File: src/sv/spfm_pkg.sv
// Shared types, microcode ROM and byte helpers for the sensor packet framer.
// No dependencies; imported by sensor_packet_framer_manchester_top.
`default_nettype none

package spfm_pkg;

	localparam int unsigned PktLen  = 13;
	localparam int unsigned StepW   = 4;

	localparam logic [7:0] PreambleByte = 8'hFF;
	localparam logic [7:0] SyncIdByte   = 8'hAF;
	localparam logic [7:0] IdByte       = 8'h82;
	localparam logic [3:0] ChanHiNib    = 4'h4;
	localparam logic [7:0] BattFlag     = 8'h80;

	localparam logic [StepW-1:0] LastStep = StepW'(PktLen - 1);

	typedef enum logic [1:0] {
		CFG_CHANNEL  = 2'd0,
		CFG_ROLLING  = 2'd1,
		CFG_POLY     = 2'd2
	} cfg_idx_t;

	// byte source select
	typedef enum logic [3:0] {
		SRC_PRE,
		SRC_SYNC,
		SRC_ID,
		SRC_CHAN,
		SRC_ROLL,
		SRC_TLO,
		SRC_THI,
		SRC_SIGN,
		SRC_LTENS,
		SRC_SUM,
		SRC_CRC
	} src_t;

	// checksum / CRC accumulate mode
	typedef enum logic [1:0] {
		ACC_NONE,
		ACC_INIT,
		ACC_FULL
	} acc_t;

	// digit-extraction micro-op
	typedef enum logic [2:0] {
		CALC_NONE,
		CALC_A,   // hundreds of temp, level tens
		CALC_B,   // temp remainder mod 100, level units
		CALC_C,   // temp tens
		CALC_D    // temp units
	} calc_t;

	typedef struct packed {
		src_t  src;
		acc_t  acc;
		calc_t calc;
		logic  jmp_idle;
	} ucode_t;

	function automatic ucode_t ucode_rom(input logic [StepW-1:0] step);
		ucode_t w;
		w = '{src: SRC_PRE, acc: ACC_NONE, calc: CALC_NONE, jmp_idle: 1'b1};
		case (step)
			4'd0:  w = '{SRC_PRE,   ACC_NONE, CALC_A,    1'b0};
			4'd1:  w = '{SRC_PRE,   ACC_NONE, CALC_B,    1'b0};
			4'd2:  w = '{SRC_PRE,   ACC_NONE, CALC_C,    1'b0};
			4'd3:  w = '{SRC_SYNC,  ACC_INIT, CALC_D,    1'b0};
			4'd4:  w = '{SRC_ID,    ACC_FULL, CALC_NONE, 1'b0};
			4'd5:  w = '{SRC_CHAN,  ACC_FULL, CALC_NONE, 1'b0};
			4'd6:  w = '{SRC_ROLL,  ACC_FULL, CALC_NONE, 1'b0};
			4'd7:  w = '{SRC_TLO,   ACC_FULL, CALC_NONE, 1'b0};
			4'd8:  w = '{SRC_THI,   ACC_FULL, CALC_NONE, 1'b0};
			4'd9:  w = '{SRC_SIGN,  ACC_FULL, CALC_NONE, 1'b0};
			4'd10: w = '{SRC_LTENS, ACC_FULL, CALC_NONE, 1'b0};
			4'd11: w = '{SRC_SUM,   ACC_NONE, CALC_NONE, 1'b0};
			4'd12: w = '{SRC_CRC,   ACC_NONE, CALC_NONE, 1'b1};
			default: w = '{SRC_PRE, ACC_NONE, CALC_NONE, 1'b1};
		endcase
		return w;
	endfunction

	function automatic logic [7:0] swap_nib(input logic [7:0] v);
		return {v[3:0], v[7:4]};
	endfunction

	// one byte through the CRC-8, MSB first
	function automatic logic [7:0] crc8_byte(input logic [7:0] crc, input logic [7:0] m,
		input logic [7:0] poly);
		logic [7:0] c;
		c = crc ^ m;
		for (int k = 0; k < 8; k++) begin
			c = c[7] ? ({c[6:0], 1'b0} ^ poly) : {c[6:0], 1'b0};
		end
		return c;
	endfunction

	// bit order 4,5,6,7,0,1,2,3; one = 10, zero = 01; first chip in bit 15
	function automatic logic [15:0] manchester(input logic [7:0] b);
		logic [15:0] ch;
		logic [7:0]  ord;
		ord = {b[3:0], b[7:4]};
		ch  = '0;
		for (int k = 0; k < 8; k++) begin
			ch[15 - 2*k -: 2] = ord[k] ? 2'b10 : 2'b01;
		end
		return ch;
	endfunction

endpackage

`default_nettype wire

File: src/sv/sensor_packet_framer_manchester_top.sv
// Sensor packet framer: one reading in, 13 packet words out with Manchester chips.
// Depends on spfm_pkg (microcode ROM, control word type, CRC and chip helpers).
//
// Channel | Direction | Handshake            | Payload
// --------+-----------+----------------------+-----------------------------------------
// in      | input     | in_valid / in_ready  | temp_tenths[10:0] signed, level[6:0]
// out     | output    | out_valid / out_ready| packet_byte, byte_index, chips, last
// cfg     | input     | cfg_we (no wait)     | cfg_index[1:0], cfg_data[7:0]
//
// With no stalls a reading takes the accept cycle, then the 13-step
// microcode program, one ROM word and one packet word per step.
// The accept cycle sets busy; the first word then enters the output register at step zero.
// Output stalls freeze the step counter; a new reading is taken as soon as the
// last word of the previous one sits in the output register.
// Reset (arst_n low) clears the sequencer and output valid and sets channel 1, code 0, poly 7.
`default_nettype none

module sensor_packet_framer_manchester_top
	import spfm_pkg::*;
(
	input  wire logic               clk,
	input  wire logic               arst_n,
	input  wire logic               in_valid,
	output      logic               in_ready,
	input  wire logic signed [10:0] temp_tenths,
	input  wire logic        [6:0]  level,
	output      logic               out_valid,
	input  wire logic               out_ready,
	output      logic        [7:0]  packet_byte,
	output      logic        [3:0]  byte_index,
	output      logic        [15:0] chips,
	output      logic               last_of_packet,
	input  wire logic               cfg_we,
	input  wire logic        [1:0]  cfg_index,
	input  wire logic        [7:0]  cfg_data
);

	// config registers
	logic [3:0] channel_q;
	logic [7:0] rolling_q;
	logic [7:0] poly_q;

	// sequencer
	logic             busy_q;
	logic [StepW-1:0] step_q;
	ucode_t           uw;
	logic             advance;

	// latched reading and digits
	logic [9:0] mag_q;
	logic       neg_q;
	logic [6:0] lvl_q;
	logic [3:0] hund_q;
	logic [6:0] rem_q;
	logic [3:0] ttens_q;
	logic [3:0] tunits_q;
	logic [3:0] ltens_q;
	logic [3:0] lunits_q;

	// running checksum and CRC
	logic [7:0] sum_q;
	logic [7:0] crc_q;

	// output register
	logic        ovalid_q;
	logic [7:0]  obyte_q;
	logic [3:0]  oidx_q;
	logic [15:0] ochips_q;
	logic        olast_q;

	logic               in_fire;
	logic signed [10:0] t_sat;
	logic [10:0]        t_abs;
	logic [6:0]         lvl_sat;
	logic [15:0]        prod_h;
	logic [9:0]         hund_x100;
	logic [9:0]         rem_w;
	logic [14:0]        prod_tt;
	logic [6:0]         ttens_x10;
	logic [6:0]         tunits_w;
	logic [14:0]        prod_lt;
	logic [6:0]         ltens_x10;
	logic [6:0]         lunits_w;
	logic [7:0]         byte_d;

	assign in_ready = !busy_q;
	assign in_fire  = in_valid && in_ready;
	assign uw       = ucode_rom(step_q);
	assign advance  = busy_q && (!ovalid_q || out_ready);

	// saturate the reading on the way in
	always_comb begin
		if (temp_tenths > 11'sd999) begin
			t_sat = 11'sd999;
		end else if (temp_tenths < -11'sd999) begin
			t_sat = -11'sd999;
		end else begin
			t_sat = temp_tenths;
		end
		t_abs   = t_sat[10] ? 11'(-t_sat) : 11'(t_sat);
		lvl_sat = (level > 7'd100) ? 7'd100 : level;
	end

	// digit extraction by reciprocal multiply; exact over the clamped ranges
	always_comb begin
		prod_h    = {6'd0, mag_q} * 16'd41;
		hund_x100 = {6'd0, hund_q} * 10'd100;
		rem_w     = mag_q - hund_x100;
		prod_tt   = {8'd0, rem_q} * 15'd205;
		ttens_x10 = {3'd0, ttens_q} * 7'd10;
		tunits_w  = rem_q - ttens_x10;
		prod_lt   = {8'd0, lvl_q} * 15'd205;
		ltens_x10 = {3'd0, ltens_q} * 7'd10;
		lunits_w  = lvl_q - ltens_x10;
	end

	// byte source mux driven by the control word
	always_comb begin
		case (uw.src)
			SRC_PRE:   byte_d = PreambleByte;
			SRC_SYNC:  byte_d = SyncIdByte;
			SRC_ID:    byte_d = IdByte;
			SRC_CHAN:  byte_d = {ChanHiNib, channel_q};
			SRC_ROLL:  byte_d = swap_nib(rolling_q);
			SRC_TLO:   byte_d = BattFlag | {4'd0, tunits_q};
			SRC_THI:   byte_d = {ttens_q, hund_q};
			SRC_SIGN:  byte_d = {neg_q, 3'd0, lunits_q};
			SRC_LTENS: byte_d = {ltens_q, 4'd0};
			SRC_SUM:   byte_d = swap_nib(sum_q);
			SRC_CRC:   byte_d = swap_nib(crc_q);
			default:   byte_d = PreambleByte;
		endcase
	end

	// config writes; index 3 has no register
	always_ff @(posedge clk or negedge arst_n) begin
		if (!arst_n) begin
			channel_q <= 4'd1;
			rolling_q <= 8'd0;
			poly_q    <= 8'd7;
		end else if (cfg_we) begin
			case (cfg_idx_t'(cfg_index))
				CFG_CHANNEL: channel_q <= cfg_data[3:0];
				CFG_ROLLING: rolling_q <= cfg_data;
				CFG_POLY:    poly_q    <= cfg_data;
				default:     ;
			endcase
		end
	end

	// step counter with jump back to idle
	always_ff @(posedge clk or negedge arst_n) begin
		if (!arst_n) begin
			busy_q <= 1'b0;
			step_q <= '0;
		end else if (in_fire) begin
			busy_q <= 1'b1;
			step_q <= '0;
		end else if (advance) begin
			if (uw.jmp_idle) begin
				busy_q <= 1'b0;
				step_q <= '0;
			end else begin
				step_q <= step_q + 1'b1;
			end
		end
	end

	// datapath: latch reading, digit micro-ops, accumulators
	always_ff @(posedge clk) begin
		if (in_fire) begin
			mag_q <= t_abs[9:0];
			neg_q <= t_sat[10];
			lvl_q <= lvl_sat;
		end
		if (advance) begin
			case (uw.calc)
				CALC_A: begin
					hund_q  <= prod_h[15:12];
					ltens_q <= prod_lt[14:11];
				end
				CALC_B: begin
					rem_q    <= rem_w[6:0];
					lunits_q <= lunits_w[3:0];
				end
				CALC_C:  ttens_q  <= prod_tt[14:11];
				CALC_D:  tunits_q <= tunits_w[3:0];
				default: ;
			endcase
			case (uw.acc)
				ACC_INIT: begin
					sum_q <= {4'd0, byte_d[3:0]};
					crc_q <= crc8_byte(8'd0, {4'd0, byte_d[3:0]}, poly_q);
				end
				ACC_FULL: begin
					sum_q <= sum_q + {4'd0, byte_d[3:0]} + {4'd0, byte_d[7:4]};
					crc_q <= crc8_byte(crc_q, byte_d, poly_q);
				end
				default: ;
			endcase
		end
	end

	// output register
	always_ff @(posedge clk or negedge arst_n) begin
		if (!arst_n) begin
			ovalid_q <= 1'b0;
		end else if (advance) begin
			ovalid_q <= 1'b1;
		end else if (out_ready) begin
			ovalid_q <= 1'b0;
		end
	end

	always_ff @(posedge clk) begin
		if (advance) begin
			obyte_q  <= byte_d;
			oidx_q   <= step_q;
			ochips_q <= manchester(byte_d);
			olast_q  <= uw.jmp_idle;
		end
	end

	assign out_valid      = ovalid_q;
	assign packet_byte    = obyte_q;
	assign byte_index     = oidx_q;
	assign chips          = ochips_q;
	assign last_of_packet = olast_q;

	// the program never runs past the last byte
	a_step_range: assert property (@(posedge clk) disable iff (!arst_n)
		busy_q |-> step_q <= LastStep)
		else $error("step counter past last byte");

	// last flag marks exactly the final word
	a_last_idx: assert property (@(posedge clk) disable iff (!arst_n)
		ovalid_q |-> (olast_q == (oidx_q == LastStep)))
		else $error("last flag on wrong word");

	// an accepted reading starts the program at step zero
	a_start: assert property (@(posedge clk) disable iff (!arst_n)
		in_fire |=> busy_q && step_q == '0)
		else $error("program did not start");

	// emitting the last word returns the sequencer to idle
	a_end: assert property (@(posedge clk) disable iff (!arst_n)
		advance && uw.jmp_idle |=> !busy_q && ovalid_q && olast_q)
		else $error("program did not end after last word");

endmodule

`default_nettype wire

File: config.mk
export PLATFORM = sky130hd
export DESIGN_NAME = sensor_packet_framer_manchester_top
export DESIGN_NICKNAME = d
export VERILOG_FILES = /design/src/sv/spfm_pkg.sv /design/src/sv/sensor_packet_framer_manchester_top.sv
export SDC_FILE = /design/constraint.sdc
export NUM_CORES = 1
export LEC_CHECK = 0
export BUFFER_PORTS_ARGS = -buffer_cell sky130_fd_sc_hd__buf_2
export CORE_AREA = 2 2 144 146
export DETAILED_ROUTE_END_ITERATION = 10
export DIE_AREA = 0 0 146 148
export GPL_TIMING_DRIVEN = 0
export PLACE_DENSITY_LB_ADDON = 0.08
export SLEW_MARGIN = 0
export SYNTH_ARGS = -nofsm -noshare
export SYNTH_HDL_FRONTEND = slang
export SYNTH_SLANG_ARGS = --single-unit
File: constraint.sdc
create_clock -name clk -period 5.5 [get_ports clk]
set_clock_uncertainty 0.15 [all_clocks]
set_input_delay 0.55 -clock clk [delete_from_list [all_inputs] [get_ports clk]]
set_output_delay 0.55 -clock clk [all_outputs]
set_load 0.01 [all_outputs]
Yosys cells after proc, flatten, opt, wreduce, memory -nomap -nowiden --
Memories as Yosys holds them, arrays and structs flattened. Cells that the tools add are included.
Word-level totals: register bits after elaboration 116, bits in latches 0, RAM bits 0, ROM bits 160, input bits 33, output and inout bits 31, word-level logic and storage cells 122, memories kept 1
Memories:
- (name not given) | depth 16, bits a word 10, rd ports 1, clocked after Yosys merged registers in 0, write ports 0, RTL line spfm_pkg.sv:65 | case (step)
Cells by class: add/sub/neg operators 7, multiply operators 6, div/mod/pow operators 0, $lt $le $gt $ge 3, equality and inequality tests 18, shift operators 0, mux-type cells 34, bitwise gates (word level) 13, reduce and logical (&&, ||, !) cells 19
Operators with widths (number):
- $xor A8 B8 Y8 | 13
- $mux W8 | 12
- $pmux W8 S10 | 1
- $pmux W8 S2 | 2
- $mul A7 B8 Y15 const B | 2
- $mux W11 | 2
- $reduce_and A2 Y1 | 9
- $add A8 B4 Y8 | 2
- $eq A4 B3 Y1 const B | 4
- $mul A10 B6 Y16 const B | 1
- $mux W2 | 8
- $eq A4 B4 Y1 const B | 3
- $mux W4 | 3
- $gt A11 B11 Y1 const B | 1
- $lt A11 B11 Y1 const B | 1
- $mux W10 | 1
- $neg A10 Y10 | 1
- $eq A4 B2 Y1 const B | 2
- $mul A4 B3 Y3 const B | 2
- $reduce_bool A2 Y1 | 4
- $sub A4 B4 Y4 | 2
- $gt A7 B7 Y1 const B | 1
- $sub A7 B7 Y7 | 1
- $eq A3 B2 Y1 const B | 2
- other kinds (12) | 20

Longest topological paths before layout --
Gate-level depths: netlist (run 1). An unclocked memory read counts as a cell.
word-level depth 21, gate-level depth with buffers 22, mapped depth without buffers 19

Least setup slack after synthesis (run 1) --
No wires, ideal clock.
path type reg-to-reg, from register step_q[1], to register crc_q[4], data pin, setup time 0.167 ns, arrival time 4.993 ns, required time 5.183 ns, setup slack 0.190 ns, stages on the path, launching flop included 21, path buffers 3, period minus slack after synthesis 5.310 ns, cell sequence dfrtp_1 -> buf_2 -> clkbuf_1 -> inv_1 -> ha_1 -> nor2b_1 -> o22ai_1 -> nor4b_4 -> xnor2_2 -> mux2i_1 -> nor4_1 -> or2_1 -> clkbuf_2 -> a211oi_2 -> nor3_4 -> xnor3_2 -> o21a_1 -> a32o_1 -> a221o_1 -> a31o_1 -> a211oi_1
Between the ends: longest elaborated chain between the ends 20, elaborated cells between the ends (all ways) 40, classes of those cells eq/ne: 12; mux: 14; bitwise: 13; memory: 1
Ends and longest elaborated chain:
- from (decl) | RTL line sensor_packet_framer_manchester_top.sv:45 | logic [StepW-1:0] step_q;
- from (signal assigned) | RTL line sensor_packet_framer_manchester_top.sv:164 | step_q <= step_q + 1'b1;
- $mem_v2 Z16 W10 (*)
- $eq A4 B4 Y1, or another cell as far along | RTL line sensor_packet_framer_manchester_top.sv:119 | case (uw.src)
- $pmux W8 S10 | RTL line sensor_packet_framer_manchester_top.sv:119
- $xor A8 B8 Y8 | RTL line spfm_pkg.sv:92 | c = crc ^ m;
- $xor A8 B8 Y8 | RTL line spfm_pkg.sv:94 | c = c[7] ? ({c[6:0], 1'b0} ^ poly) : {c[6:0], 1'b0};
- $mux W8 | RTL line spfm_pkg.sv:94
- $xor A8 B8 Y8 | RTL line spfm_pkg.sv:94
- $mux W8 | RTL line spfm_pkg.sv:94
- [... 4 more ...]
- $mux W8 or $xor A8 B8 Y8 (tied branches) | RTL line spfm_pkg.sv:94
- $xor A8 B8 Y8 or $mux W8 (tied branches) | RTL line spfm_pkg.sv:94
- $mux W8 or $xor A8 B8 Y8 (tied branches) | RTL line spfm_pkg.sv:94
- $xor A8 B8 Y8 or $mux W8 (tied branches) | RTL line spfm_pkg.sv:94
- $mux W8 or $xor A8 B8 Y8 (tied branches) | RTL line spfm_pkg.sv:94
- $xor A8 B8 Y8 or $mux W8 (tied branches) | RTL line spfm_pkg.sv:94
- $mux W8 | RTL line spfm_pkg.sv:94
- $pmux W8 S2 (*) | RTL line sensor_packet_framer_manchester_top.sv:190 | case (uw.acc)
- to (signal assigned) | RTL line sensor_packet_framer_manchester_top.sv:193 | crc_q <= crc8_byte(8'd0, {4'd0, byte_d[3:0]}, poly_q);
- to (signal assigned) | RTL line sensor_packet_framer_manchester_top.sv:197 | crc_q <= crc8_byte(crc_q, byte_d, poly_q);
- to (decl) | RTL line sensor_packet_framer_manchester_top.sv:62 | logic [7:0] crc_q;
Mark *: on every way between the ends. The rest lies on a longest branch, timed or not. A chain may end at the register's enable or synchronous reset.

Worst setup path after layout (run 1) --
from register step_q[1], to register crc_q[1], data pin
Between the ends: longest elaborated chain between the ends 20, elaborated cells between the ends (all ways) 40, classes of those cells eq/ne: 12; mux: 14; bitwise: 13; memory: 1
Ends and longest elaborated chain (RTL line):
- $mem_v2 Z16 W10 (*)
- $eq A4 B4 Y1, or another cell as far along | sensor_packet_framer_manchester_top.sv:119
- $pmux W8 S10 | sensor_packet_framer_manchester_top.sv:119
- $xor A8 B8 Y8 | spfm_pkg.sv:92
- $xor A8 B8 Y8 | spfm_pkg.sv:94
- $mux W8 | spfm_pkg.sv:94
- $xor A8 B8 Y8 | spfm_pkg.sv:94
- $mux W8 | spfm_pkg.sv:94
- [... 4 more ...]
- $xor A8 B8 Y8 | spfm_pkg.sv:94
- $mux W8 | spfm_pkg.sv:94
- $xor A8 B8 Y8 | spfm_pkg.sv:94
- $mux W8 | spfm_pkg.sv:94
- $mux W8 or $xor A8 B8 Y8 (tied branches) | spfm_pkg.sv:94
- $xor A8 B8 Y8 or $mux W8 (tied branches) | spfm_pkg.sv:94
- $mux W8 | spfm_pkg.sv:94
- $pmux W8 S2 (*) | sensor_packet_framer_manchester_top.sv:190
Marked as above.

==> metrics.txt, run 1 <==
# TYPE chip_impl_metric gauge
chip_impl_info{name="run_status",value="finished clean"} 1
chip_impl_metric{name="placementRows",unit=""} 52
chip_impl_metric{name="grt_antenna_before_repair",unit=""} 0
chip_impl_info{name="synthTopCellsByArea",value="sky130_fd_sc_hd__edfxtp_1 25%, sky130_fd_sc_hd__ha_1 15%, sky130_fd_sc_hd__fa_1 5.6%"} 1
chip_impl_info{name="crit-reg2reg-launch",value="step_q[1]$_DFFE_PN0P_"} 1
chip_impl_info{name="endpoint_of_the_lowest_slack_register_to_register_path",value="crc_q[1]$_DFFE_PP_"} 1
chip_impl_metric{name="grt_start_max_net_pins",unit=""} 28
chip_impl_metric{name="num_antenna_cells",unit=""} 0
chip_impl_metric{name="vias_per_cell",unit=""} 5.65
chip_impl_metric{name="floorplan.initialDensity",unit="%"} 50.0
chip_impl_metric{name="ctsLongestPathBuffers",unit=""} 2
chip_impl_metric{name="ios",unit=""} 64
chip_impl_metric{name="fin_nets",unit=""} 1318
chip_impl_metric{name="postSynthNetCount",unit=""} 1215
chip_impl_metric{name="final_antenna_net_count",unit=""} 0
chip_impl_metric{name="post-route-min-period",unit="ns"} 5.42
chip_impl_metric{name="drive_gt1_share",unit="%"} 20.1
chip_impl_metric{name="synth_cell_types",unit=""} 92
chip_impl_metric{name="max_slew.worst_pin.slew",unit="ns"} 1.14
chip_impl_metric{name="initialDrtViolationCount",unit=""} 628
chip_impl_metric{name="drtPass1Iterations",unit=""} 5
chip_impl_metric{name="height_of_the_die",unit="µm"} 148
chip_impl_metric{name="clkLatencyLatePin",unit="ns"} 0.35
chip_impl_metric{name="critPathRequiredTime",unit="ns"} 5.51
chip_impl_metric{name="rrSetupSlack",unit="ns"} 0.08
chip_impl_metric{name="wl",unit="µm"} 24300
chip_impl_metric{name="place.gp.congestion",unit=""} 0.895
chip_impl_metric{name="clock_sinks",unit=""} 108
chip_impl_metric{name="synthToLayoutAreaGrowth",unit="%"} 15.6
chip_impl_info{name="hold_class",value="primary input to async pin"} 1
chip_impl_metric{name="grt_first_pass_wirelength",unit="µm"} 39700
chip_impl_info{name="clock_tree_from_tritoncts",value="done"} 1
chip_impl_metric{name="synth_edf_count",unit=""} 82
chip_impl_metric{name="synth.yosys.seq_area_share",unit="%"} 31.1
chip_impl_metric{name="routed-via-count",unit=""} 7991
chip_impl_metric{name="die_w",unit="µm"} 146
chip_impl_metric{name="synth.top_cell.area_share",unit="%"} 24.6
chip_impl_metric{name="fmax",unit="MHz"} 185
chip_impl_metric{name="synth.yosys.warnings",unit=""} 0
chip_impl_metric{name="worst_hold_margin",unit="ns"} 0.0815
chip_impl_info{name="criticalPathCategory",value="flip-flop to flip-flop"} 1
chip_impl_metric{name="synthesis.area",unit="µm²"} 10000
chip_impl_metric{name="final_hold_viol_count",unit=""} 0
chip_impl_metric{name="core_area",unit="µm²"} 20000
chip_impl_info{name="ys_top_cells_by_count",value="117 x sky130_fd_sc_hd__ha_1, 108 x sky130_fd_sc_hd__inv_1, 82 x sky130_fd_sc_hd__edfxtp_1, 78 x sky130_fd_sc_hd__nand2_1, 60 x sky130_fd_sc_hd__nor2_1"} 1
chip_impl_metric{name="setup-violations-final",unit=""} 0
chip_impl_metric{name="timing_max_transition_violations_final",unit=""} 0
chip_impl_metric{name="synthArstFlopShare",unit="%"} 24.1
chip_impl_info{name="yosys.area.top_type",value="sky130_fd_sc_hd__edfxtp_1"} 1
chip_impl_metric{name="dp_hpwl",unit="µm"} 18800
chip_impl_metric{name="gr-usage-all-layers",unit="%"} 22.9
chip_impl_metric{name="number_of_storage_elements_in_the_synthesis_netlist",unit=""} 108
chip_impl_metric{name="critPathArrivalTime",unit="ns"} 5.43
chip_impl_metric{name="cts_made_buffers",unit=""} 9
chip_impl_metric{name="ctsHtreeMaxLevel",unit=""} 3
chip_impl_metric{name="synth.avg_cell_area",unit="µm²"} 9.65
chip_impl_metric{name="globalRoute.totalOverflow",unit=""} 0
chip_impl_metric{name="final.period_utilization",unit="%"} 98.5
chip_impl_metric{name="detailed_route_wire_length_per_cell",unit="µm"} 17.2
chip_impl_metric{name="io_buffers",unit=""} 63
chip_impl_info{name="synth.most_common_cell",value="sky130_fd_sc_hd__ha_1"} 1
chip_impl_metric{name="first_global_vias",unit=""} 7633
chip_impl_metric{name="cts.clk_slew.worst_paths",unit="ns"} 0.07
chip_impl_info{name="cp-end-kind",value="flip-flop"} 1
chip_impl_metric{name="r2r.worst_path.cells",unit=""} 22
chip_impl_metric{name="dieArea",unit="µm²"} 21600
chip_impl_info{name="worst_setup_path_start_kind",value="flip-flop"} 1
chip_impl_metric{name="cap_viol_max_count",unit=""} 0
chip_impl_info{name="clk_root_buffer_cell",value="sky130_fd_sc_hd__clkbuf_16"} 1
chip_impl_metric{name="detail_route.drc_violations",unit=""} 0
chip_impl_info{name="synth_flop_cell",value="sky130_fd_sc_hd__edfxtp_1"} 1
chip_impl_metric{name="worst-path-max-fanout",unit=""} 10
chip_impl_metric{name="maxSlewHeadroom",unit="%"} 23.2
chip_impl_metric{name="postSynthCellCount",unit=""} 1037
## flip-flops by register name, indices dropped and copies added (netlist names), 7 cells and up
register     cells
lvl_q            7
poly_q           8
chips            9
crc_q            8
rem_q            7
sum_q            8
rolling_q        8
mag_q           10
packet_byte      7
## worst max-delay path by stage
stage | startpoint | cells past startpoint | endpoint
finish | step_q[1]$_DFFE_PN0P_ | 22 | crc_q[1]$_DFFE_PP_
global route | step_q[1]$_DFFE_PN0P_ | 21 | crc_q[4]$_DFFE_PP_
CTS | step_q[1]$_DFFE_PN0P_ | 21 | crc_q[7]$_DFFE_PP_
detailed placement | step_q[1]$_DFFE_PN0P_ | 21 | crc_q[4]$_DFFE_PP_
global placement | step_q[1]$_DFFE_PN0P_ | 21 | crc_q[5]$_DFFE_PP_
floorplan | step_q[1]$_DFFE_PN0P_ | 20 | crc_q[4]$_DFFE_PP_
## through the flow
stage	area, µm²	setup WS, ns	cells	TNS, ns	util [%]
6_report	11600	0.0825	1415	0	57.8
5_1_grt	11600	-0.106	1415	-0.366	57.8
4_1_cts	11300	-0.000531	1401	-0.000531	56.3
3_5_place_dp	10700	-1.29	1371	-8.71	53.3
3_3_place_gp	10700	-1.25	1370	-8.32	53.2
2_1_floorplan	10000	0.190	1037	0	-
## routing by layer
metal | up-vias | global-route usage (%) | routed length, µm
li1 | 3893 | - | -
met1 | 3851 | 32.9 | 11600
met2 | 224 | 36.8 | 11000
met3 | 23 | 3.92 | 1440
met4 | 0 | 4.81 | 310
met5 | - | 0 | 0
## repair_timing
item | in CTS | in global routing
endpoints found under the setup margin | 8 | 7
pin swaps | 12 | 18
hold buffers | 0 | 0
gates resized for setup | 42 | 43
cloned | 0 | 0
hold endpoints to repair | 0 | 0
buffers inserted | 15 | 15
## area by class of cell
class	count	area [µm²]
plain buffers	57	330
clock buffers	10	229
clock inverters	6	63.8
fillers	1840	8460
inverters	111	424
multi-input cells	759	6500
flip-flops and latches	108	3120
well taps	270	338
repair buffers	94	572
## logic make-up after synthesis
logic type | count (synthesis) | synth area share [%]
adder cells (fa/ha/maj) | 145 | 20.2
flip-flops | 108 | 31.1
AND/OR/NAND/NOR | 284 | 14.7
multiplexers | 31 | 3.36
buffers and inverters | 170 | 7.02
AO/OA/AOI/OAI | 218 | 14.9
XOR/XNOR | 81 | 8.65
## placed cells by master (no fill, tap or decap), types with 13 or more instances in the layout
cell and instances:
sky130_fd_sc_hd__nor3_1 19, sky130_fd_sc_hd__mux2_2 21, sky130_fd_sc_hd__edfxtp_1 82, sky130_fd_sc_hd__a21oi_1 44, sky130_fd_sc_hd__buf_4 37, sky130_fd_sc_hd__xor2_1 17
sky130_fd_sc_hd__dfrtp_1 22, sky130_fd_sc_hd__nor2b_1 18, sky130_fd_sc_hd__nor2_1 58, sky130_fd_sc_hd__and3_1 13, sky130_fd_sc_hd__xnor2_1 46, sky130_fd_sc_hd__inv_1 106
sky130_fd_sc_hd__buf_2 66, sky130_fd_sc_hd__clkbuf_1 33, sky130_fd_sc_hd__ha_1 116, sky130_fd_sc_hd__o21ai_0 39, sky130_fd_sc_hd__fa_1 28, sky130_fd_sc_hd__nand3_1 20
sky130_fd_sc_hd__nand2_1 77
## worst max-delay path, stage by stage (launching register included)
cell and delay, ns:
sky130_fd_sc_hd__dfrtp_1 0.41, sky130_fd_sc_hd__buf_6 0.15, sky130_fd_sc_hd__buf_6 0.15, sky130_fd_sc_hd__inv_6 0.08, sky130_fd_sc_hd__ha_4 0.19, sky130_fd_sc_hd__nand2b_4 0.08, sky130_fd_sc_hd__a221oi_4 0.35, sky130_fd_sc_hd__buf_4 0.18
sky130_fd_sc_hd__a31o_4 0.19, sky130_fd_sc_hd__a21oi_4 0.09, sky130_fd_sc_hd__o21a_1 0.23, sky130_fd_sc_hd__o311a_1 0.42, sky130_fd_sc_hd__or2_1 0.25, sky130_fd_sc_hd__buf_6 0.16, sky130_fd_sc_hd__a211oi_4 0.26, sky130_fd_sc_hd__nor3_4 0.08
sky130_fd_sc_hd__buf_4 0.14, sky130_fd_sc_hd__xor3_2 0.47, sky130_fd_sc_hd__mux2i_1 0.28, sky130_fd_sc_hd__a21o_1 0.22, sky130_fd_sc_hd__nand2_4 0.11, sky130_fd_sc_hd__a41o_1 0.26, sky130_fd_sc_hd__a211oi_2 0.31
Power of run 1 is not shown: default switching activity piles up to over one toggle a cycle in this logic, so the estimate is an artifact.
==> run 2, diff against run 1 <==
==> constraint.sdc (replaced) <==
create_clock -name clk -period 5.5 [get_ports clk]
set_clock_uncertainty 0.15 [all_clocks]
set_input_delay 0.275 -clock clk [delete_from_list [all_inputs] [get_ports clk]]
set_output_delay 0.275 -clock clk [all_outputs]
set_load 0.01 [all_outputs]
==> run 2 against run 1 <==
Critical path depth stayed put. First-iteration DRC count is 2.9% lower. Cell area hardly changed. Worst hold slack worse by 0.051 ns. Count of clock-buffer cells in the layout stayed put. Sequential cell count stayed put. Register-to-register slack better by 0.02 ns. Sequential share of layout area hardly changed. Global-route usage hardly changed.
==> metrics.txt, run 2 (synthesis gave the netlist of run 1 again) <==
# TYPE chip_impl_metric gauge
chip_impl_info{name="clock_tree_from_tritoncts",value="done"} 1
chip_impl_metric{name="timing_max_transition_violations_final",unit=""} 0
chip_impl_info{name="worst_setup_path_start_kind",value="flip-flop"} 1
chip_impl_info{name="cp-end-kind",value="flip-flop"} 1
chip_impl_metric{name="post-route-min-period",unit="ns"} 5.39
chip_impl_metric{name="cts_made_buffers",unit=""} 9
chip_impl_metric{name="crit_path_max_incr_delay",unit="ns"} 0.55
chip_impl_metric{name="dp_cells",unit=""} 1371
chip_impl_info{name="largest_register",value="mag_q"} 1
chip_impl_metric{name="finalInstanceArea",unit="µm²"} 11600
chip_impl_metric{name="critPathArrivalTime",unit="ns"} 5.44
chip_impl_metric{name="grt_start_max_net_pins",unit=""} 28
chip_impl_metric{name="final-instance-count-excl-fill",unit=""} 1416
chip_impl_metric{name="final.period_utilization",unit="%"} 98.1
chip_impl_metric{name="gr-usage-all-layers",unit="%"} 22.9
chip_impl_metric{name="detail_route.drc_violations",unit=""} 0
chip_impl_metric{name="cts.clk_slew.worst_paths",unit="ns"} 0.07
chip_impl_metric{name="cap_viol_max_count",unit=""} 0
chip_impl_info{name="cp_top_family",value="compound AO/OA/AOI/OAI gates"} 1
chip_impl_info{name="worst_path_max_delay_cell",value="sky130_fd_sc_hd__xnor3_2"} 1
chip_impl_metric{name="globalRoute.totalOverflow",unit=""} 0
chip_impl_metric{name="height_of_the_die",unit="µm"} 148
chip_impl_metric{name="io_buffers",unit=""} 63
chip_impl_metric{name="cp_num_buf_inv",unit=""} 6
chip_impl_metric{name="clkLatencyLatePin",unit="ns"} 0.35
chip_impl_metric{name="first_global_vias",unit=""} 7637
chip_impl_info{name="most_frequent_standard_cell_in_the_layout_excluding_fill_and_tap_cells",value="sky130_fd_sc_hd__ha_1"} 1
chip_impl_metric{name="largest_reg_flops",unit=""} 10
chip_impl_metric{name="vias_per_cell",unit=""} 5.69
chip_impl_metric{name="place.gp.congestion",unit=""} 0.895
chip_impl_metric{name="core_area",unit="µm²"} 20000
chip_impl_metric{name="dieArea",unit="µm²"} 21600
chip_impl_metric{name="place_worst_setup_slack",unit="ns"} -1.29
chip_impl_info{name="timing.critical_path.mode_cell",value="sky130_fd_sc_hd__buf_6"} 1
chip_impl_metric{name="ctsLongestPathBuffers",unit=""} 2
chip_impl_metric{name="grt_first_pass_wirelength",unit="µm"} 39700
chip_impl_metric{name="wl",unit="µm"} 24300
chip_impl_metric{name="num_antenna_cells",unit=""} 0
chip_impl_metric{name="clock_sinks",unit=""} 108
chip_impl_info{name="critical_path.cell_chain",value="buf_6 > buf_6 > inv_6 > ha_4 > nand2b_4 > a221oi_4 > buf_4 > a31o_4 > a21oi_4 > o21a_1 > o311a_1 > or2_1 > buf_6 > a211oi_4 > nor3_4 > xnor3_2 > buf_6 > o21ai_2 > a32o_1 > a221o_1 > a31o_1 > a211oi_2"} 1
chip_impl_info{name="clk_root_buffer_cell",value="sky130_fd_sc_hd__clkbuf_16"} 1
chip_impl_metric{name="drive_gt1_share",unit="%"} 20.1
chip_impl_metric{name="drtPass1Iterations",unit=""} 6
chip_impl_metric{name="rrSetupSlack",unit="ns"} 0.11
chip_impl_metric{name="ctsHtreeMaxLevel",unit=""} 3
chip_impl_metric{name="routed-via-count",unit=""} 8051
chip_impl_info{name="hold_class",value="primary input to flip-flop"} 1
chip_impl_metric{name="maxSlewHeadroom",unit="%"} 21.3
chip_impl_metric{name="ios",unit=""} 64
chip_impl_metric{name="fmax",unit="MHz"} 185
chip_impl_metric{name="critPathRequiredTime",unit="ns"} 5.55
chip_impl_metric{name="max_slew.worst_pin.slew",unit="ns"} 1.17
chip_impl_metric{name="worst-path-max-fanout",unit=""} 10
chip_impl_metric{name="setup-violations-final",unit=""} 0
chip_impl_metric{name="postPlaceCellArea",unit="µm²"} 10700
chip_impl_metric{name="final_antenna_net_count",unit=""} 0
chip_impl_metric{name="final_hold_viol_count",unit=""} 0
chip_impl_metric{name="fin_nets",unit=""} 1319
chip_impl_metric{name="floorplan.initialDensity",unit="%"} 50.0
chip_impl_info{name="leading_cell_types_in_the_layout_fill_and_taps_excluded",value="116 x sky130_fd_sc_hd__ha_1, 106 x sky130_fd_sc_hd__inv_1, 82 x sky130_fd_sc_hd__edfxtp_1"} 1
chip_impl_metric{name="dp_hpwl",unit="µm"} 18800
chip_impl_metric{name="initialDrtViolationCount",unit=""} 610
chip_impl_metric{name="finalCoreUtilization",unit="%"} 57.8
chip_impl_metric{name="placementRows",unit=""} 52
chip_impl_metric{name="post-route-worst-setup-slack",unit="ns"} 0.107
chip_impl_info{name="criticalPathCategory",value="flip-flop to flip-flop"} 1
chip_impl_metric{name="detailed_route_wire_length_per_cell",unit="µm"} 17.1
chip_impl_metric{name="synthToLayoutAreaGrowth",unit="%"} 15.7
chip_impl_metric{name="grt_antenna_before_repair",unit=""} 0
chip_impl_metric{name="die_w",unit="µm"} 146
chip_impl_info{name="run_status",value="finished clean"} 1
-- run 2: stage by stage --
stage | TNS [ns] | hold WS (ns)
final | 0 | 0.0308
after floorplan | 0 | -0.171
after global routing | -0.366 | 0.0375
after detailed placement | -8.71 | 0.209
after CTS | -0.000531 | 0.0205
after global placement | -8.32 | 0.205
-- run 2: path summary, 6_finish.rpt --
kind / startpoint / to / cells after the start
max in group asynchronous: arst_n / poly_q[5]$_DFFE_PN0P_ / 2
min in group asynchronous: arst_n / poly_q[3]$_DFFE_PN0P_ / 2
hold reg to reg: out_valid$_DFFE_PN0P_ / out_valid$_DFFE_PN0P_ / 2
hold / removal: level[6] / lvl_q[6]$_SDFFCE_PN1P_ / 2
setup reg to reg: step_q[1]$_DFFE_PN0P_ / crc_q[4]$_DFFE_PP_ / 22
setup / recovery: step_q[1]$_DFFE_PN0P_ / crc_q[4]$_DFFE_PP_ / 22
-- run 2: final cells by class --
type	instances	area, µm²
repair buffers	95	582
fillers	1838	8450
flip-flops and latches	108	3120
well taps	270	338
multi-input cells	759	6500
clock inverters	6	63.8
plain buffers	57	330
inverters	111	424
clock buffers	10	229
-- run 2: routing by layer --
| metal | vias to the layer above | routed length (µm) | track usage, % |
|---|---|---|---|
| met1 | 3872 | 11400 | 32.9 |
| met2 | 256 | 10900 | 36.8 |
| met4 | 0 | 349 | 4.81 |
| li1 | 3896 | - | - |
| met3 | 27 | 1550 | 3.92 |
| met5 | - | 0 | 0 |
-- run 2: worst register-to-register path, stage by stage (launching register included) --
cell                       delay, ns
sky130_fd_sc_hd__dfrtp_1        0.41
sky130_fd_sc_hd__buf_6          0.15
sky130_fd_sc_hd__buf_6          0.15
sky130_fd_sc_hd__inv_6          0.08
sky130_fd_sc_hd__ha_4           0.19
sky130_fd_sc_hd__nand2b_4       0.08
sky130_fd_sc_hd__a221oi_4       0.35
sky130_fd_sc_hd__buf_4          0.18
sky130_fd_sc_hd__a31o_4         0.19
sky130_fd_sc_hd__a21oi_4        0.09
sky130_fd_sc_hd__o21a_1         0.23
sky130_fd_sc_hd__o311a_1        0.41
sky130_fd_sc_hd__or2_1          0.25
sky130_fd_sc_hd__buf_6          0.16
sky130_fd_sc_hd__a211oi_4       0.26
sky130_fd_sc_hd__nor3_4         0.08
sky130_fd_sc_hd__xnor3_2        0.55
sky130_fd_sc_hd__buf_6          0.14
sky130_fd_sc_hd__o21ai_2        0.05
sky130_fd_sc_hd__a32o_1         0.25
sky130_fd_sc_hd__a221o_1        0.42
sky130_fd_sc_hd__a31o_1         0.24
sky130_fd_sc_hd__a211oi_2       0.18
-- run 2: repair_timing --
item | 4_1_cts | 5_1_grt
setup buffers | 15 | 15
pin swaps | 12 | 18
gates resized for setup | 42 | 43
hold buffers | 1 | 0
setup endpoints to repair | 8 | 7
hold endpoints to repair | 22 | 0
Power of run 2 is left out for the same reason.
==> run 3, diff against run 2 <==
- BUFFER_PORTS_ARGS: -buffer_cell sky130_fd_sc_hd__buf_2 -> default
- DONT_BUFFER_PORTS: default -> 1
==> run 3 against run 2 <==
Wire length grew 1.6%. Final cell count shrank 2.7%. Count of clock-buffer cells in the layout grew 1. Worst hold slack gained 0.012 ns.
==> metrics.txt, run 3 (synthesis gave the netlist of run 1 again) <==
# TYPE chip_impl_metric gauge
chip_impl_metric{name="critPathRequiredTime",unit="ns"} 5.55
chip_impl_info{name="hold_class",value="primary input to flip-flop"} 1
chip_impl_metric{name="clock_sinks",unit=""} 108
chip_impl_metric{name="cts.clk_slew.worst_paths",unit="ns"} 0.07
chip_impl_metric{name="grt_start_max_net_pins",unit=""} 28
chip_impl_metric{name="post-route-min-period",unit="ns"} 5.35
chip_impl_metric{name="height_of_the_die",unit="µm"} 148
chip_impl_metric{name="dp_hpwl",unit="µm"} 18700
chip_impl_metric{name="drive_gt1_share",unit="%"} 15.6
chip_impl_metric{name="maxSlewHeadroom",unit="%"} 14.7
chip_impl_metric{name="max_slew.worst_pin.slew",unit="ns"} 1.28
chip_impl_metric{name="core_area",unit="µm²"} 20000
chip_impl_metric{name="ctsLongestPathBuffers",unit=""} 2
chip_impl_metric{name="globalRoute.totalOverflow",unit=""} 0
chip_impl_metric{name="num-fill-cells",unit=""} 1821
chip_impl_info{name="clock_tree_from_tritoncts",value="done"} 1
chip_impl_metric{name="grt_first_pass_wirelength",unit="µm"} 39700
chip_impl_metric{name="final_hold_viol_count",unit=""} 0
chip_impl_metric{name="timing_max_transition_violations_final",unit=""} 0
chip_impl_metric{name="final_antenna_net_count",unit=""} 0
chip_impl_metric{name="first_global_vias",unit=""} 7461
chip_impl_info{name="most_frequent_standard_cell_in_the_layout_excluding_fill_and_tap_cells",value="sky130_fd_sc_hd__ha_1"} 1
chip_impl_metric{name="dieArea",unit="µm²"} 21600
chip_impl_metric{name="placementRows",unit=""} 52
chip_impl_metric{name="grt_antenna_before_repair",unit=""} 1
chip_impl_metric{name="vias_per_cell",unit=""} 5.72
chip_impl_metric{name="final.period_utilization",unit="%"} 97.3
chip_impl_metric{name="initialDrtViolationCount",unit=""} 536
chip_impl_metric{name="holdPathStages",unit=""} 2
chip_impl_info{name="worst_setup_path_start_kind",value="flip-flop"} 1
chip_impl_info{name="run_status",value="finished clean"} 1
chip_impl_metric{name="synthToLayoutAreaGrowth",unit="%"} 14.8
chip_impl_metric{name="critPathArrivalTime",unit="ns"} 5.40
chip_impl_metric{name="detail_route.drc_violations",unit=""} 0
chip_impl_metric{name="io_buffers",unit=""} 0
chip_impl_metric{name="drtPass1Iterations",unit=""} 5
chip_impl_metric{name="wl",unit="µm"} 24700
chip_impl_metric{name="ctsHtreeMaxLevel",unit=""} 3
chip_impl_info{name="clk_root_buffer_cell",value="sky130_fd_sc_hd__clkbuf_16"} 1
chip_impl_metric{name="r2r.worst_path.cells",unit=""} 21
chip_impl_info{name="leading_cell_types_in_the_layout_fill_and_taps_excluded",value="116 x sky130_fd_sc_hd__ha_1, 106 x sky130_fd_sc_hd__inv_1, 82 x sky130_fd_sc_hd__edfxtp_1"} 1
chip_impl_metric{name="ios",unit=""} 64
chip_impl_metric{name="clkLatencyLatePin",unit="ns"} 0.36
chip_impl_metric{name="die_w",unit="µm"} 146
chip_impl_metric{name="fmax",unit="MHz"} 187
chip_impl_metric{name="gr-usage-all-layers",unit="%"} 23.1
chip_impl_info{name="largest_register",value="mag_q"} 1
chip_impl_metric{name="cts_made_buffers",unit=""} 9
chip_impl_metric{name="place.gp.congestion",unit=""} 0.871
chip_impl_info{name="cp-end-kind",value="flip-flop"} 1
chip_impl_metric{name="cap_viol_max_count",unit=""} 0
chip_impl_metric{name="routed-via-count",unit=""} 7883
chip_impl_metric{name="finalCoreUtilization",unit="%"} 57.3
chip_impl_metric{name="worst-path-max-fanout",unit=""} 10
chip_impl_metric{name="setup-violations-final",unit=""} 0
chip_impl_metric{name="largest_reg_flops",unit=""} 10
chip_impl_metric{name="fin_nets",unit=""} 1280
chip_impl_metric{name="detailed_route_wire_length_per_cell",unit="µm"} 17.9
chip_impl_info{name="criticalPathCategory",value="flip-flop to flip-flop"} 1
chip_impl_metric{name="floorplan.initialDensity",unit="%"} 50.0
[run 3: area by class of cell]
cell class | instances | area (µm²) | share of cell area, %
multi-input combinational | 759 | 6480 | 56.4
sequential | 108 | 3120 | 27.1
timing repair buffer | 57 | 509 | 4.43
inverter | 111 | 424 | 3.69
tap | 270 | 338 | 2.94
buffer | 56 | 324 | 2.82
clock buffer | 11 | 253 | 2.20
clock inverter | 5 | 43.8 | 0.381
antenna | 1 | 2.50 | 0.0218
[run 3: final timing paths]
check                                         start                  endpoint  slack (ns)
max                           step_q[1]$_DFFE_PN0P_        crc_q[4]$_DFFE_PP_        0.15
min                                  temp_tenths[5]        mag_q[5]$_DFFE_PP_        0.04
max reg2reg                   step_q[1]$_DFFE_PN0P_        crc_q[4]$_DFFE_PP_        0.15
min reg2reg                rolling_q[6]$_DFFE_PN0P_  rolling_q[6]$_DFFE_PN0P_        0.36
max in group asynchronous                    arst_n  channel_q[0]$_DFFE_PN1P_        4.76
min in group asynchronous                    arst_n     poly_q[3]$_DFFE_PN0P_        0.21
[run 3: per-stage QoR]
stage          cell area (µm²)  hold WS [ns]  worst slack, ns  TNS [ns]  instances
2_1_floorplan            10000        -0.171            0.190         0       1037
3_3_place_gp             10300        -0.170            -1.27     -8.35       1307
3_5_place_dp             10400        -0.169            -1.30     -8.37       1308
4_1_cts                  11200        0.0336           0.0283         0       1358
5_1_grt                  11500        0.0589          -0.0568    -0.173       1378
6_report                 11500        0.0429            0.149         0       1378
[run 3: layer usage]
| metal | vias to the layer above | wire [µm] | track usage (%) |
|---|---|---|---|
| li1 | 3824 | - | - |
| met1 | 3779 | 11500 | 33.5 |
| met2 | 250 | 11100 | 36.4 |
| met3 | 30 | 1650 | 4.29 |
| met4 | 0 | 379 | 4.61 |
| met5 | - | 0 | 0 |
[run 3: worst max-delay path: stages, from the launching register on]
cell                       delay (ns)
sky130_fd_sc_hd__dfrtp_1         0.42
sky130_fd_sc_hd__buf_6           0.15
sky130_fd_sc_hd__buf_6           0.14
sky130_fd_sc_hd__inv_8           0.07
sky130_fd_sc_hd__ha_4            0.18
sky130_fd_sc_hd__nand2b_4        0.08
sky130_fd_sc_hd__a221oi_4        0.37
sky130_fd_sc_hd__buf_4           0.18
sky130_fd_sc_hd__a31o_4          0.19
sky130_fd_sc_hd__a21oi_4         0.07
sky130_fd_sc_hd__o21a_1          0.23
sky130_fd_sc_hd__o311a_1         0.41
sky130_fd_sc_hd__or4_4           0.55
sky130_fd_sc_hd__o311ai_4        0.10
sky130_fd_sc_hd__nor3_4          0.09
sky130_fd_sc_hd__xnor3_2         0.47
sky130_fd_sc_hd__buf_4           0.18
sky130_fd_sc_hd__o21ai_2         0.06
sky130_fd_sc_hd__a32o_1          0.25
sky130_fd_sc_hd__a221o_1         0.41
sky130_fd_sc_hd__a31o_1          0.25
sky130_fd_sc_hd__a211oi_2        0.18
[run 3: what timing repair did]
item                                    4_1_cts  5_1_grt
hold endpoints to repair                     56        0
gates resized for setup                      42       38
endpoints found under the setup margin        8        7
pin swaps                                    10       23
setup buffers                                17       18
hold buffers                                 20        0
gates cloned                                  0        1
Power of run 3 is left out for the same reason.
